[src/rtl/alarm_pkg.sv]
// ----------------------------------------------------------------------------
// Alarm slot scheduler package
// Shared types, codes and constants for the alarm slot scheduler.
// ----------------------------------------------------------------------------
package alarm_pkg;

  localparam int SLOT_COUNT_DEF = 8;
  localparam logic [15:0] RING_DUR_RST = 16'd180;
  localparam logic [15:0] TPM_RST = 16'd60;
  localparam logic [7:0] DEFAULT_SNOOZE = 8'd5;
  localparam logic [10:0] MINUTES_PER_DAY = 11'd1440;
  localparam logic [23:0] ELAPSED_MAX = 24'hFFFFFF;
  localparam logic signed [17:0] FAR_DELTA = 18'sd100000;

  typedef enum logic [2:0] {
    OP_WRITE = 3'd0,
    OP_UPDATE = 3'd1,
    OP_DISMISS = 3'd2,
    OP_SNOOZE = 3'd3,
    OP_QUERY = 3'd4
  } op_t;

  typedef enum logic [2:0] {
    EV_NONE = 3'd0,
    EV_RING = 3'd1,
    EV_SNOOZE = 3'd2,
    EV_DISMISS = 3'd3,
    EV_CANCEL = 3'd4,
    EV_RERING = 3'd5,
    EV_WRITTEN = 3'd6
  } ev_t;

  localparam logic [0:0] REG_RING_DUR = 1'b0;
  localparam logic [0:0] REG_TPM = 1'b1;

  typedef enum logic [2:0] {
    ST_IDLE,
    ST_SCAN,
    ST_MUL,
    ST_DECIDE,
    ST_OUT
  } state_t;

  typedef struct packed {
    logic load;
    logic scan_clr;
    logic scan_step;
    logic mul;
    logic decide;
  } cmd_t;

  typedef struct packed {
    logic scan_last;
    logic out_busy;
  } stat_t;

  typedef struct packed {
    logic [2:0] opcode;
    logic [2:0] slot;
    logic [4:0] alarm_hour;
    logic [5:0] alarm_minute;
    logic [6:0] days_mask;
    logic       repeat_flag;
    logic       enable_flag;
    logic [7:0] snooze_minutes;
    logic [4:0] now_hour;
    logic [5:0] now_minute;
    logic [2:0] now_weekday;
    logic       time_valid;
  } in_word_t;

  typedef struct packed {
    logic [2:0] event_res;
    logic       ringing;
    logic       snoozing;
    logic [3:0] active_slot;
    logic [7:0] snooze_length_min;
    logic       next_valid;
    logic [4:0] next_hour;
    logic [5:0] next_minute;
  } out_word_t;

endpackage

[src/rtl/alarm_if.sv]
// ----------------------------------------------------------------------------
// Alarm stream interface
// Valid/ready channel carrying one word of a given type.
// ----------------------------------------------------------------------------
interface alarm_if #(
  parameter type word_t = logic
);
  logic  valid;
  logic  ready;
  word_t word;
  modport source (output valid, output word, input ready);
  modport sink (input valid, input word, output ready);
endinterface

[src/rtl/alarm_ctrl.sv]
// ----------------------------------------------------------------------------
// Alarm controller
// Sequences the slot scan, snooze multiply and decision stages.
// ----------------------------------------------------------------------------
module alarm_ctrl (
  input  logic               clk,
  input  logic               rst,
  input  logic               in_valid,
  output logic               in_ready,
  input  alarm_pkg::stat_t   stat,
  output alarm_pkg::cmd_t    cmd
);

  alarm_pkg::state_t state, state_next;

  always_ff @(posedge clk) begin
    if (rst) begin
      state <= alarm_pkg::ST_IDLE;
    end else begin
      state <= state_next;
    end
  end

  always_comb begin
    state_next = state;
    cmd = '0;
    in_ready = 1'b0;
    unique case (state)
      alarm_pkg::ST_IDLE: begin
        in_ready = !stat.out_busy;
        if (in_valid && !stat.out_busy) begin
          cmd.load = 1'b1;
          cmd.scan_clr = 1'b1;
          state_next = alarm_pkg::ST_SCAN;
        end
      end
      alarm_pkg::ST_SCAN: begin
        cmd.scan_step = 1'b1;
        if (stat.scan_last) begin
          state_next = alarm_pkg::ST_MUL;
        end
      end
      alarm_pkg::ST_MUL: begin
        cmd.mul = 1'b1;
        state_next = alarm_pkg::ST_DECIDE;
      end
      alarm_pkg::ST_DECIDE: begin
        cmd.decide = 1'b1;
        state_next = alarm_pkg::ST_IDLE;
      end
      default: begin
        state_next = alarm_pkg::ST_IDLE;
      end
    endcase
  end

endmodule

[src/rtl/alarm_dp.sv]
// ----------------------------------------------------------------------------
// Alarm datapath
// Slot table, per-slot scan for matches and next alarm, cycle timers.
// ----------------------------------------------------------------------------
module alarm_dp #(
  parameter int SLOT_COUNT = alarm_pkg::SLOT_COUNT_DEF
) (
  input  logic                 clk,
  input  logic                 rst,
  input  alarm_pkg::cmd_t      cmd,
  output alarm_pkg::stat_t     stat,
  input  alarm_pkg::in_word_t  in_word,
  input  logic                 cfg_we,
  input  logic [0:0]           cfg_index,
  input  logic [15:0]          cfg_data,
  output alarm_pkg::out_word_t out_word,
  output logic                 out_valid,
  input  logic                 out_ready
);

  localparam int IW = (SLOT_COUNT > 1) ? $clog2(SLOT_COUNT) : 1;
  localparam int CW = $clog2(SLOT_COUNT + 1);

  logic [4:0] t_hour [SLOT_COUNT];
  logic [5:0] t_min [SLOT_COUNT];
  logic [6:0] t_days [SLOT_COUNT];
  logic       t_rep [SLOT_COUNT];
  logic       t_en [SLOT_COUNT];
  logic [7:0] t_snz [SLOT_COUNT];

  logic [15:0] ring_dur, tpm;
  alarm_pkg::in_word_t iw;
  logic [CW-1:0] idx;
  logic [IW-1:0] sidx;
  logic last_valid;
  logic [10:0] last_min;
  logic ring_active, snooze_active, snooze_spent, cycle_valid;
  logic [IW-1:0] cycle_slot;
  logic [15:0] ring_elapsed;
  logic [23:0] snooze_elapsed, snooze_target;
  logic found;
  logic [IW-1:0] first;
  logic signed [17:0] best;
  logic nv;
  logic [4:0] nxh;
  logic [5:0] nxm;
  logic [7:0] snz_min;
  logic [23:0] snz_prod;
  logic check;

  logic [10:0] now_total, am;
  logic [6:0] today;
  logic match, qok, sel_off_ok;
  logic [2:0] off_sel;
  logic signed [17:0] delta;
  logic [13:0] rot;

  assign sidx = idx[IW-1:0];
  assign stat.scan_last = (idx == CW'(SLOT_COUNT - 1));
  assign stat.out_busy = out_valid && !out_ready;
  assign now_total = 11'(iw.now_hour) * 11'd60 + 11'(iw.now_minute);
  assign am = 11'(t_hour[sidx]) * 11'd60 + 11'(t_min[sidx]);
  assign today = (iw.now_weekday < 3'd7) ? 7'(7'd1 << iw.now_weekday) : 7'd0;
  assign check = iw.time_valid && (!last_valid || now_total != last_min);
  assign match = t_en[sidx] && t_hour[sidx] == iw.now_hour &&
                 t_min[sidx] == iw.now_minute && (t_days[sidx] & today) != 7'd0;

  // Rotate the day mask so bit k is weekday (now + k) mod 7.
  always_comb begin
    logic [2:0] k;
    rot = {t_days[sidx], t_days[sidx]} >> iw.now_weekday;
    off_sel = 3'd0;
    sel_off_ok = 1'b0;
    for (int o = 6; o >= 0; o--) begin
      k = 3'(o);
      if (rot[o] && !(o == 0 && am <= now_total)) begin
        off_sel = k;
        sel_off_ok = 1'b1;
      end
    end
    // Day zero excluded when already passed: fall back to day seven never
    // occurs since the loop stops at six days after, as the search does.
  end

  assign delta = 18'(off_sel) * 18'(alarm_pkg::MINUTES_PER_DAY) + 18'(am) - 18'(now_total);
  assign qok = iw.time_valid && iw.now_weekday < 3'd7 && t_en[sidx] &&
               t_days[sidx] != 7'd0 && sel_off_ok;

  always_ff @(posedge clk) begin
    if (rst) begin
      ring_dur <= alarm_pkg::RING_DUR_RST;
      tpm <= alarm_pkg::TPM_RST;
    end else if (cfg_we) begin
      if (cfg_index == alarm_pkg::REG_RING_DUR) ring_dur <= cfg_data;
      else tpm <= cfg_data;
    end
  end

  always_ff @(posedge clk) begin
    if (rst) begin
      for (int i = 0; i < SLOT_COUNT; i++) begin
        t_en[i] <= 1'b0;
        t_hour[i] <= '0;
        t_min[i] <= '0;
        t_days[i] <= '0;
        t_rep[i] <= 1'b0;
        t_snz[i] <= '0;
      end
      last_valid <= 1'b0;
      last_min <= '0;
      ring_active <= 1'b0;
      snooze_active <= 1'b0;
      snooze_spent <= 1'b0;
      cycle_valid <= 1'b0;
      cycle_slot <= '0;
      ring_elapsed <= '0;
      snooze_elapsed <= '0;
      snooze_target <= '0;
      out_valid <= 1'b0;
      idx <= '0;
    end else begin
      if (out_valid && out_ready) out_valid <= 1'b0;
      if (cmd.load) begin
        iw <= in_word;
        found <= 1'b0;
        first <= '0;
        best <= alarm_pkg::FAR_DELTA;
        nv <= 1'b0;
        nxh <= '0;
        nxm <= '0;
      end
      if (cmd.scan_clr) idx <= '0;
      if (cmd.scan_step) begin
        if (iw.opcode == alarm_pkg::OP_UPDATE && check && match) begin
          if (!t_rep[sidx]) t_en[sidx] <= 1'b0;
          if (!found) begin
            found <= 1'b1;
            first <= sidx;
          end
        end
        if (iw.opcode == alarm_pkg::OP_QUERY && qok && delta < best) begin
          best <= delta;
          nv <= 1'b1;
          nxh <= t_hour[sidx];
          nxm <= t_min[sidx];
        end
        if (!stat.scan_last) idx <= idx + CW'(1);
      end
      if (cmd.mul) begin
        if (cycle_valid && t_snz[cycle_slot] != 8'd0) snz_min <= t_snz[cycle_slot];
        else snz_min <= alarm_pkg::DEFAULT_SNOOZE;
        snz_prod <= 24'(cycle_valid && t_snz[cycle_slot] != 8'd0 ?
                        t_snz[cycle_slot] : alarm_pkg::DEFAULT_SNOOZE) * 24'(tpm);
      end
      if (cmd.decide) begin : decide_blk
        logic ra, sa, sp, cv;
        logic [IW-1:0] cs;
        logic [15:0] re;
        logic [23:0] se, st;
        logic [2:0] ev;
        logic [7:0] so;
        ra = ring_active; sa = snooze_active; sp = snooze_spent;
        cv = cycle_valid; cs = cycle_slot; re = ring_elapsed;
        se = snooze_elapsed; st = snooze_target;
        ev = alarm_pkg::EV_NONE; so = 8'd0;
        unique case (iw.opcode)
          alarm_pkg::OP_WRITE: begin
            if (32'(iw.slot) < SLOT_COUNT) begin
              t_hour[iw.slot[IW-1:0]] <= iw.alarm_hour;
              t_min[iw.slot[IW-1:0]] <= iw.alarm_minute;
              t_days[iw.slot[IW-1:0]] <= iw.days_mask;
              t_rep[iw.slot[IW-1:0]] <= iw.repeat_flag;
              t_en[iw.slot[IW-1:0]] <= iw.enable_flag;
              t_snz[iw.slot[IW-1:0]] <= iw.snooze_minutes;
              ev = alarm_pkg::EV_WRITTEN;
            end
          end
          alarm_pkg::OP_UPDATE: begin
            if (ra && re != 16'hFFFF) re = re + 16'd1;
            if (sa && se != alarm_pkg::ELAPSED_MAX) se = se + 24'd1;
            if (check) begin
              last_valid <= 1'b1;
              last_min <= now_total;
              if (found) begin
                if (!ra && !sa) begin
                  sp = 1'b0; re = '0; ra = 1'b1; cv = 1'b1; cs = first;
                  ev = alarm_pkg::EV_RING;
                end else begin
                  ra = 1'b0; sa = 1'b0; cv = 1'b0; cs = '0;
                  ev = alarm_pkg::EV_CANCEL;
                end
              end
            end
            if (ra) begin
              if (re >= ring_dur) begin
                if (!sp) begin
                  // A fresh cycle from this tick uses its own slot's snooze.
                  so = (cs == cycle_slot && cv == cycle_valid) ? snz_min :
                       ((t_snz[cs] != 8'd0) ? t_snz[cs] : alarm_pkg::DEFAULT_SNOOZE);
                  ra = 1'b0; sa = 1'b1; sp = 1'b1; se = '0;
                  st = (cs == cycle_slot && cv == cycle_valid) ? snz_prod :
                       24'(so) * 24'(tpm);
                  ev = alarm_pkg::EV_SNOOZE;
                end else begin
                  ra = 1'b0; sa = 1'b0; cv = 1'b0; cs = '0;
                  ev = alarm_pkg::EV_DISMISS;
                end
              end
            end else if (sa) begin
              if (se >= st) begin
                sa = 1'b0; re = '0; ra = 1'b1;
                ev = alarm_pkg::EV_RERING;
              end
            end
          end
          alarm_pkg::OP_DISMISS: begin
            if (ra) begin
              ra = 1'b0; sa = 1'b0; cv = 1'b0; cs = '0;
              ev = alarm_pkg::EV_DISMISS;
            end
          end
          alarm_pkg::OP_SNOOZE: begin
            if (ra) begin
              if (!sp) begin
                so = snz_min; ra = 1'b0; sa = 1'b1; sp = 1'b1; se = '0;
                st = snz_prod;
                ev = alarm_pkg::EV_SNOOZE;
              end else begin
                ra = 1'b0; sa = 1'b0; cv = 1'b0; cs = '0;
                ev = alarm_pkg::EV_DISMISS;
              end
            end
          end
          default: begin
          end
        endcase
        ring_active <= ra; snooze_active <= sa; snooze_spent <= sp;
        cycle_valid <= cv; cycle_slot <= cs; ring_elapsed <= re;
        snooze_elapsed <= se; snooze_target <= st;
        out_valid <= 1'b1;
        out_word.event_res <= ev;
        out_word.ringing <= ra;
        out_word.snoozing <= sa;
        out_word.active_slot <= cv ? 4'(cs) : 4'd8;
        out_word.snooze_length_min <= so;
        out_word.next_valid <= (iw.opcode == alarm_pkg::OP_QUERY) && nv;
        out_word.next_hour <= (iw.opcode == alarm_pkg::OP_QUERY) ? nxh : 5'd0;
        out_word.next_minute <= (iw.opcode == alarm_pkg::OP_QUERY) ? nxm : 6'd0;
      end
    end
  end

  a_snooze_excl: assert property (@(posedge clk) disable iff (rst)
    !(ring_active && snooze_active)) else $error("ring and snooze both active");
  a_cycle: assert property (@(posedge clk) disable iff (rst)
    (ring_active || snooze_active) |-> cycle_valid) else $error("cycle lost");
  a_out: assert property (@(posedge clk) disable iff (rst)
    cmd.decide |=> out_valid) else $error("no result after decide");

endmodule

[src/rtl/alarm_slot_scheduler_unit.sv]
// ----------------------------------------------------------------------------
// Alarm slot scheduler
// Channel  Dir  Word
// in_ch    in   opcode, slot contents and current time
// out_ch   out  event, cycle flags, snooze length, next alarm
// cfg      in   ring_duration_ticks (0), ticks_per_minute (1)
// Each word passes through the scan, one slot at a time, then the snooze
// multiply and the decision. Reset is synchronous and clears the slot
// table. A result waits in the output register; the next word is taken once
// that register is free.
// ----------------------------------------------------------------------------
module alarm_slot_scheduler_unit #(
  parameter int SLOT_COUNT = alarm_pkg::SLOT_COUNT_DEF
) (
  input logic clk,
  input logic rst,
  alarm_if.sink in_ch,
  alarm_if.source out_ch,
  input logic cfg_we,
  input logic [0:0] cfg_index,
  input logic [15:0] cfg_data
);

  alarm_pkg::cmd_t cmd;
  alarm_pkg::stat_t stat;

  alarm_ctrl u_ctrl (
    .clk(clk), .rst(rst), .in_valid(in_ch.valid), .in_ready(in_ch.ready),
    .stat(stat), .cmd(cmd)
  );

  alarm_dp #(.SLOT_COUNT(SLOT_COUNT)) u_dp (
    .clk(clk), .rst(rst), .cmd(cmd), .stat(stat), .in_word(in_ch.word),
    .cfg_we(cfg_we), .cfg_index(cfg_index), .cfg_data(cfg_data),
    .out_word(out_ch.word), .out_valid(out_ch.valid), .out_ready(out_ch.ready)
  );

endmodule
[src/flat_wrapper.sv]
// flat-port wrapper written by rule: the top's interface ports become plain ports
module alarm_slot_scheduler_unit_flat 
#(
  parameter int SLOT_COUNT = alarm_pkg::SLOT_COUNT_DEF
)
  (clk, rst, cfg_we, cfg_index, cfg_data, in_ch_valid, in_ch_word, in_ch_ready, out_ch_valid, out_ch_word, out_ch_ready);
  alarm_if in_ch_i ();
  alarm_if out_ch_i ();
  input logic clk;
  input logic rst;
  input logic cfg_we;
  input logic [0:0] cfg_index;
  input logic [15:0] cfg_data;
  input wire logic [$bits(in_ch_i.valid)-1:0] in_ch_valid;
  input wire logic [$bits(in_ch_i.word)-1:0] in_ch_word;
  output wire logic [$bits(in_ch_i.ready)-1:0] in_ch_ready;
  output wire logic [$bits(out_ch_i.valid)-1:0] out_ch_valid;
  output wire logic [$bits(out_ch_i.word)-1:0] out_ch_word;
  input wire logic [$bits(out_ch_i.ready)-1:0] out_ch_ready;
  assign in_ch_i.valid = in_ch_valid;
  assign in_ch_i.word = in_ch_word;
  assign in_ch_ready = in_ch_i.ready;
  assign out_ch_valid = out_ch_i.valid;
  assign out_ch_word = out_ch_i.word;
  assign out_ch_i.ready = out_ch_ready;
  alarm_slot_scheduler_unit #(.SLOT_COUNT(SLOT_COUNT)) u_core (.clk(clk), .rst(rst), .in_ch(in_ch_i), .out_ch(out_ch_i), .cfg_we(cfg_we), .cfg_index(cfg_index), .cfg_data(cfg_data));
endmodule
[config.mk]
export PLATFORM = sky130hd
export DESIGN_NAME = alarm_slot_scheduler_unit_flat
export DESIGN_NICKNAME = d
export VERILOG_FILES = /design/src/rtl/alarm_pkg.sv /design/src/rtl/alarm_if.sv /design/src/rtl/alarm_ctrl.sv /design/src/rtl/alarm_dp.sv /design/src/rtl/alarm_slot_scheduler_unit.sv /design/src/flat_wrapper.sv
export SDC_FILE = /design/constraint.sdc
export NUM_CORES = 1
export LEC_CHECK = 0
export BUFFER_PORTS_ARGS = -buffer_cell sky130_fd_sc_hd__buf_2
export CAP_MARGIN = 30
export CORE_AREA = 2 2 39 41
export DETAILED_ROUTE_END_ITERATION = 8
export DIE_AREA = 0 0 41 43
export GPL_TIMING_DRIVEN = 0
export PLACE_DENSITY = 0.75
export SLEW_MARGIN = 15
export SYNTH_ARGS = -nofsm -noshare
export SYNTH_HDL_FRONTEND = slang
export SYNTH_SLANG_ARGS = --single-unit
[constraint.sdc]
create_clock -name clk -period 3.3 [get_ports clk]
set_input_delay 0.33 -clock clk [delete_from_list [all_inputs] [get_ports clk]]
set_output_delay 0.33 -clock clk [all_outputs]
set_load 0.005 [all_outputs]
; Yosys cells after proc, flatten, opt, wreduce, memory -nomap -nowiden
; Cells that the tools add are included.
[totals]
register_bits = 8
inputBits = 23
[op_classes]
add_sub_neg = 1
n_eq_ne = 6
n_mux = 13
n_reduce_logical = 8
[ops]
columns = cell, n
row1 = 4-bit 2-to-1 mux, 3
row2 = 3-bit case mux with 3 select lines, 1
row3 = 1-bit 2-to-1 mux, 7
row4 = 3-bit by 2-bit == test with 1-bit output (second input constant), 2
row5 = 3-bit 2-to-1 mux, 2
row6 = 4-bit by 1-bit adder with 4-bit output (second input constant), 1
row7 = 4-bit by 3-bit == test with 1-bit output (second input constant), 1
row8 = 3-bit by 1-bit == test with 1-bit output (second input constant), 1
row9 = 1-bit logical AND, 3
row10 = 3-bit logical NOT, 1
row11 = 1-bit logical NOT, 2
row12 = 2-bit by 1-bit != test with 1-bit output (second input constant), 1
row13 = 2-bit != test (second input constant), 1
row14 = 2-bit AND reduction, 1
row15 = 2-bit nonzero test, 1

; Longest topological paths before layout
; Gate-level depths: netlist of run 1.
[logic_depth]
word_depth = 9
mapped_depth = 5
depth_no_buf = 5

; Hierarchy
; Synthesis of run 1 repeated with hierarchy kept, for this count alone.
[unflattened]
hier_cells = 3353
area_unflattened_um2 = 34698.3
[modules_own_cells]
columns = mod, n_inst, cells_each, area_per_inst_um2
row1 = alarm_dp, 1, 3330, 34478.1
row2 = alarm_ctrl, 1, 22, 216.5
row3 = alarm_slot_scheduler_unit, 1, 1, 3.8

; Worst setup path after synthesis of run 1
; Ideal clock, no wire load.
[synth_path]
kind = register to register
start = reg u_core.u_dp.idx[0]
end = reg u_core.u_ctrl.state[0]
setup_ns = 0.123
arrival_ns = 1.069
t_required_ns = 3.177
path_slack_ns = 2.108
stages_incl_launch_ff = 6
path_cell_list = dfxtp_1 ha_1 nand2_2 o21a_4 o211ai_2 o31ai_2
[synth_via]
elab_chain_len = 3
[synth_rtl]
columns = item, line_no
row1 = start: declaration, alarm_dp.sv:33  ; logic [CW-1:0] idx;
row2 = start signal: assignment, alarm_dp.sv:147  ; if (!stat.scan_last) idx <= idx + CW'(1);
row3 = 4-bit by 3-bit == test with 1-bit output, alarm_dp.sv:59  ; assign stat.scan_last = (idx == CW'(SLOT_COUNT - 1));
row4 = 2-bit by 1-bit != test with 1-bit output (no line), n/a
row5 = 2-bit AND reduction (no line), n/a
row6 = end signal: assignment, alarm_ctrl.sv:18  ; state <= alarm_pkg::ST_IDLE;
row7 = end signal: assignment, alarm_ctrl.sv:20  ; state <= state_next;
row8 = end: declaration, alarm_ctrl.sv:14  ; alarm_pkg::state_t state, state_next;
; Every way passes these cells.
; A chain may end at the register's enable or synchronous reset.

; Worst setup path after layout of run 1
[layout_path]
start = reg u_core.u_ctrl.state[0]
end = out in_ch_ready
[layout_via]
elab_chain_len = 2
[layout_rtl]
columns = item, line_no
row1 = 3-bit logical NOT, alarm_ctrl.sv:28  ; unique case (state)
row2 = 1-bit 2-to-1 mux, alarm_ctrl.sv:28
row3 = end: declaration, flat_wrapper.sv:16  ; output wire logic [$bits(in_ch_i.ready)-1:0] in_ch_ready;
; Every way passes these cells.

==> results of run 1 <==
routing by layer:
layer | wire length, µm | vias up
met5 | 0 | -
met4 | 29 | 0
met3 | 24 | 2
met2 | 351 | 7
met1 | 332 | 152
li1 | - | 181
worst min path at each step:
stage | startpoint | to | slack (ps) | cells after the start
after floorplan | rst | u_core.u_ctrl.state[1] | 400 | 1
after global placement | u_core.u_dp.idx[1] | u_core.u_dp.idx[1] | 480 | 2
after detailed placement | u_core.u_dp.idx[1] | u_core.u_dp.idx[1] | 490 | 2
after CTS | rst | u_core.u_dp.out_valid | 320 | 2
after global routing | rst | u_core.u_dp.out_valid | 330 | 2
final | rst | u_core.u_dp.out_valid | 320 | 2
power by group:
| group | leakage (nW) | internal, mW | switching (mW) |
|---|---|---|---|
| clock network | 0.0150 | 0.0464 | 0.0353 |
| logic | 0.153 | 0.0655 | 0.0734 |
| registers | 0.0569 | 0.102 | 0.0170 |
state kept, by name (all words and copies together) (netlist names):
| name | cells |
|---|---|
| u_core.u_dp.idx | 4 |
| u_core.u_ctrl.state | 2 |
| u_core.u_dp.out_valid | 1 |
layout by cell type, fill, tap and decap left out, types with 2 or more instances in the layout:
cell type | netlist | final
a21oi_1 | 4 | 4
buf_2 | 0 | 5
clkbuf_4 | 0 | 3
dfxtp_1 | 7 | 7
ha_1 | 5 | 5
inv_1 | 4 | 4
nand2_1 | 2 | 2
nand3_1 | 4 | 4
worst max-delay path, stage by stage, from the launching register on:
cell and delay, ps:
dfxtp_1 390, inv_1 90, ha_1 240, and2_1 140, buf_2 120
cell families (layout without fill, tap and decap cells):
logic type	Yosys count	count (layout)
AO/OA/AOI/OAI	14	14
XOR/XNOR	1	1
adder cells (fa/ha/maj)	5	5
buffers and inverters	5	14
flip-flops	7	7
other	1	1
AND/OR/NAND/NOR	14	14
cell type report:
type	count	share of cell area, %
plain buffers	1	1.467
clock buffers	4	5.134
inverters	4	2.934
multi-input cells	35	54.28
flip-flops and latches	7	27.38
well taps	16	3.912
repair buffers	5	4.890
==> flow_summary.ini, run 1 <==
[floorplan]
io_pins = 26
row_count = 14
core-area_mm2 = 0.001384
die-area_mm2 = 0.001763
chipWidth_um = 41
start_util_pct = 31.83
fp.dieH_um = 43

[layout]
finalNetCount = 85
fin_util_pct = 36.98
fillerInstances = 144
drive_gt1_share_pct = 28.57
design_area_um2 = 511.7
seq_area_um2 = 140.1
syn_to_final_growth_pct = 16.19
final_cell_count_no_fill = 72
antennaDiodeCount = 0
multi_input_area_um2 = 277.8

[worst_hold_path]
hold_class = primary input to flop

[power]
power.total_mw = 0.3398
ir_drop_mv = 0.1751
power-per-cell-area_mw_per_mm2 = 664.0
power_leakage_nw = 0.2245

[timing]
whs_ps = 320.8
setup_tns_ps = 0
fin_crit_ps = 1567
fin_ws_ps = 1733
fin_worst_skew_ps = 2.770
rsz0062_at_grt = no
setup_viol_count_final = 0
fmax_mhz = 638.1
slew_violations = 0
period_share_pct = 47.49
hold_viol_final = 0

[clock_tree]
ctsResizeCount = 0
cts.sinks = 7
cts_buffer_depth = 2
clk_pin_slew_ps = 60
numCtsBuffers = 3
cts_setup_buffers = 0
htree_levels = 1
clk-insertion-delay-late_ps = 260
cts_hold_buf = 0
tritoncts = built
cts_root_buf = clkbuf_4

[placed_design]
numPortBuffers = 5
gp_congestion = 0.6267
post_dp_cell_area_um2 = 485.5
dp_cells = 68
dpl.hpwl_um = 566.6
place_worst_setup_slack_ps = 2006

[synthesis]
synth_xor_area_share_pct = 1.989
yosysMostFrequentCell = dfxtp_1
yosys-mux-area-fraction_pct = 0
yosys.area.top_type = dfxtp_1
synth_top_family_by_area = compound AO/OA/AOI/OAI gates
synthArstFlopShare_pct = 0
synthDominantCellAreaShare_pct = 31.82
synth-compound-area-share_pct = 26.99
yosysUniqueCellTypes = 27
syn_area_per_cell_um2 = 9.371
synth_area_um2 = 440.4
synth_commonest_cells = dfxtp_1 (7), ha_1 (5), a21oi_1 (4), inv_1 (4), nand3_1 (4)
yosysWarnings = 0
syn_inst = 47
post_synth_fa_ha_maj_area_fraction_pct = 14.20
synth-edff-count = 0
ys_seq_area_share_pct = 31.82
syn_nets = 75
yosys.area_share.simple_pct = 19.03
ys_seq_elements = 7
synthTopCellsByArea = dfxtp_1 (32%), ha_1 (14%), a21oi_1 (4.5%)
ys.flop_type = dfxtp_1

[worst_setup_path]
r2r-end = u_core.u_ctrl.state[0]
critical_path_class = flop to output port
r2r_cells = 5
crit_start = u_core.u_ctrl.state[0]
cp_data_arrival_time_ps = 1240
critical_path_required_ps = 2970
crit_path_start_kind = flop
cp-end-kind = output port
crit_fanout = 4
rrSetupSlack_ps = 2010
r2r-start = u_core.u_dp.idx[0]
critPathCapture = in_ch_ready

[detailed_routing]
drtAntennaViolNets = 0
route.detailed.wl_per_inst_um = 10.26
drt-initial-drc-count = 4
via_per_inst = 4.750
dr_total_vias = 342
wirelength_um = 739
dr.pass1.iters = 3
drc_errors = 0

[job]
maxCapViolCount = 0

[global_route]
grt_pass1_wl_um = 1083
grt_busiest_layer = met2
gr-usage-met2_pct = 14.37
use_met1_pct = 9.936
antenna_found_initial = 0
grt_pass1_vias = 283
grt_overflow = 0
met3_usage_pct = 1.571
grt_use_total_pct = 9.228
grt_max_degree = 8

[run_status]
status = complete, no violations
Note: power is estimated with default switching activity, not from simulation.
==> inputs of run 2 (changes only) <==
Settings changed: ABC_AREA from default to 1, PLACE_DENSITY 0.75 to 0.78.
Clock period 3.3 ns to 1.35 ns, I/O delays scaled along.
==> flow_summary.ini, run 2 <==
[power]
combPwrFrac_pct = 48.0
pwr-share-seq_pct = 33.2
ir_drop_mv = 0.6103
p_int_mw = 0.5876
swShare_pct = 42.31
power-per-cell-area_mw_per_mm2 = 1957
switchingPower_mw = 0.4310
power_leakage_nw = 0.2525
clockPowerShare_pct = 18.8

[run_status]
status = complete, no violations

[clock_tree]
numCtsBuffers = 3
ctsResizeCount = 0
cts_setup_buffers = 0
tritoncts = built
cts_buffer_depth = 2
clk-insertion-delay-late_ps = 250
cts.sinks = 7
htree_levels = 1
cts_hold_buf = 0
cts_root_buf = clkbuf_4
clk_pin_slew_ps = 50

[placed_design]
post_dp_cell_area_um2 = 491.7
dp_cells = 82
place_worst_setup_slack_ps = 134.2
numPortBuffers = 5
dpl.hpwl_um = 658.9
gp_congestion = 0.7069

[synthesis]
ys.flop_type = dfxtp_1
syn_inst = 61
syn_nets = 89
synth_commonest_cells = nand2_1 (12), inv_1 (9), dfxtp_1 (7)
ys_seq_area_share_pct = 31.37
syn_area_per_cell_um2 = 7.323
synthTopCellsByArea = dfxtp_1 (31%), ha_1 (14%), nand2_1 (10%)
yosysUniqueCellTypes = 18
ys_seq_elements = 7
yosysMostFrequentCell = nand2_1
yosys.area.top_type = dfxtp_1
synth_area_um2 = 446.7
synthDominantCellAreaShare_pct = 31.37
synthArstFlopShare_pct = 0
yosysWarnings = 0
synth-edff-count = 0

[worst_setup_path]
critPathCapture = in_ch_ready
rrSetupSlack_ps = 130
critical_path_required_ps = 1220
r2r-end = u_core.u_dp.idx[0]
crit_start = u_core.u_ctrl.state[0]
critical_path_class = flop to output port
cp_data_arrival_time_ps = 1140
r2r_cells = 6
crit_path_start_kind = flop
cp-end-kind = output port
r2r-start = u_core.u_dp.idx[0]
crit_fanout = 4

[layout]
finalNetCount = 99
top_regs = u_core.u_dp.idx x4, u_core.u_ctrl.state x2, u_core.u_dp.out_valid x1
drive_gt1_share_pct = 24.29
antennaDiodeCount = 0
design_area_um2 = 520.5
seq_area_um2 = 140.1
layout_common_cells = nand2_1 (12), inv_1 (7), dfxtp_1 (7)
fillerInstances = 154
syn_to_final_growth_pct = 16.53
final_cell_count_no_fill = 86
largest_reg_flops = 4
multi_input_area_um2 = 267.8
layout_commonest_cell = nand2_1
largest_register = u_core.u_dp.idx

[timing]
setup_viol_count_final = 0
fin_ws_ps = 79.85
whs_ps = 129.0
slew_violations = 0
hold_viol_final = 0
period_share_pct = 94.09
fmax_mhz = 787.3
rsz0062_at_grt = no
fin_crit_ps = 1270
setup_tns_ps = 0
fin_worst_skew_ps = 0.9876

[global_route]
grt_overflow = 0
grt_pass1_wl_um = 1290
grt_pass1_vias = 346
grt_use_total_pct = 11.53
grt_max_degree = 7
antenna_found_initial = 0

[floorplan]
row_count = 14
start_util_pct = 32.28
chipWidth_um = 41
io_pins = 26
die-area_mm2 = 0.001763
fp.dieH_um = 43
core-area_mm2 = 0.001384

[detailed_routing]
wirelength_um = 829
drtAntennaViolNets = 0
route.detailed.wl_per_inst_um = 9.640
drc_errors = 0
drt-initial-drc-count = 0
dr_total_vias = 381
dr.pass1.iters = 1
via_per_inst = 4.430

[worst_hold_path]
worstHoldStart = rst
hold_class = primary input to flop

[job]
maxCapViolCount = 0
[run 2: cell count changes after synthesis, moves of 2 or more]
cell,before,now
a21boi_0,0,2
inv_1,4,9
nand2_1,2,12
nand2_4,0,2
nand3_1,4,6
nor2_1,1,5
[run 2: power by group through the flow]
stage	registers (mW)	clock network, mW	logic, mW
2_1_floorplan	0.320	0	0.391
3_3_place_gp	0.328	0	0.468
3_5_place_dp	0.336	0	0.481
4_1_cts	0.334	0.195	0.484
5_1_grt	0.347	0.209	0.564
6_report	0.338	0.191	0.489
[run 2: area by class of cell]
| cell class | count | area share (%) |
|---|---|---|
| buffer | 1 | 1.442 |
| tap | 16 | 3.846 |
| multi-input combinational | 44 | 51.44 |
| timing repair buffer | 5 | 4.808 |
| clock buffer | 4 | 5.048 |
| sequential | 7 | 26.92 |
| inverter | 9 | 6.490 |
[run 2: how the worst min path moves through the flow]
| stage | endpoint | slack (ps) | depth (start not counted) |
|---|---|---|---|
| after floorplan | u_core.u_ctrl.state[0] | 200 | 1 |
| final | u_core.u_ctrl.state[0] | 130 | 2 |
| after CTS | u_core.u_dp.idx[3] | 130 | 2 |
| after detailed placement | u_core.u_ctrl.state[0] | 390 | 2 |
| after global routing | u_core.u_ctrl.state[0] | 130 | 2 |
| after global placement | u_core.u_ctrl.state[0] | 380 | 2 |
[run 2: critical path, stage by stage (launching register included)]
cell and delay, ps:
dfxtp_1 380, inv_2 70, ha_2 200, a21boi_1 120, buf_2 120
[run 2: stage by stage]
step | utilization [%] | power (mW)
floorplan | - | 0.7106
detailed placement | 35.53 | 0.8173
finish | 37.61 | 1.019
CTS | 37.43 | 1.013
global placement | 35.53 | 0.7961
global route | 37.61 | 1.120
[run 2: cells by family (layout without fill, tap and decap cells)]
kind of cell / Yosys count / in the layout / share of synthesized area, %
buffers and inverters: 10 / 19 / 9.244
adder cells (fa/ha/maj): 5 / 5 / 14.01
flip-flops: 7 / 7 / 31.37
other: 1 / 1 / 0.8395
XOR/XNOR: 1 / 1 / 1.961
AO/OA/AOI/OAI: 8 / 8 / 10.08
AND/OR/NAND/NOR: 29 / 29 / 32.50
[run 2: layer usage]
metal	vias to the layer above	global-route usage [%]	wire length [µm]
li1	210	-	-
met1	158	11.22	361
met2	9	18.44	398
met3	4	0	22
met4	0	14.00	46
met5	-	0	0
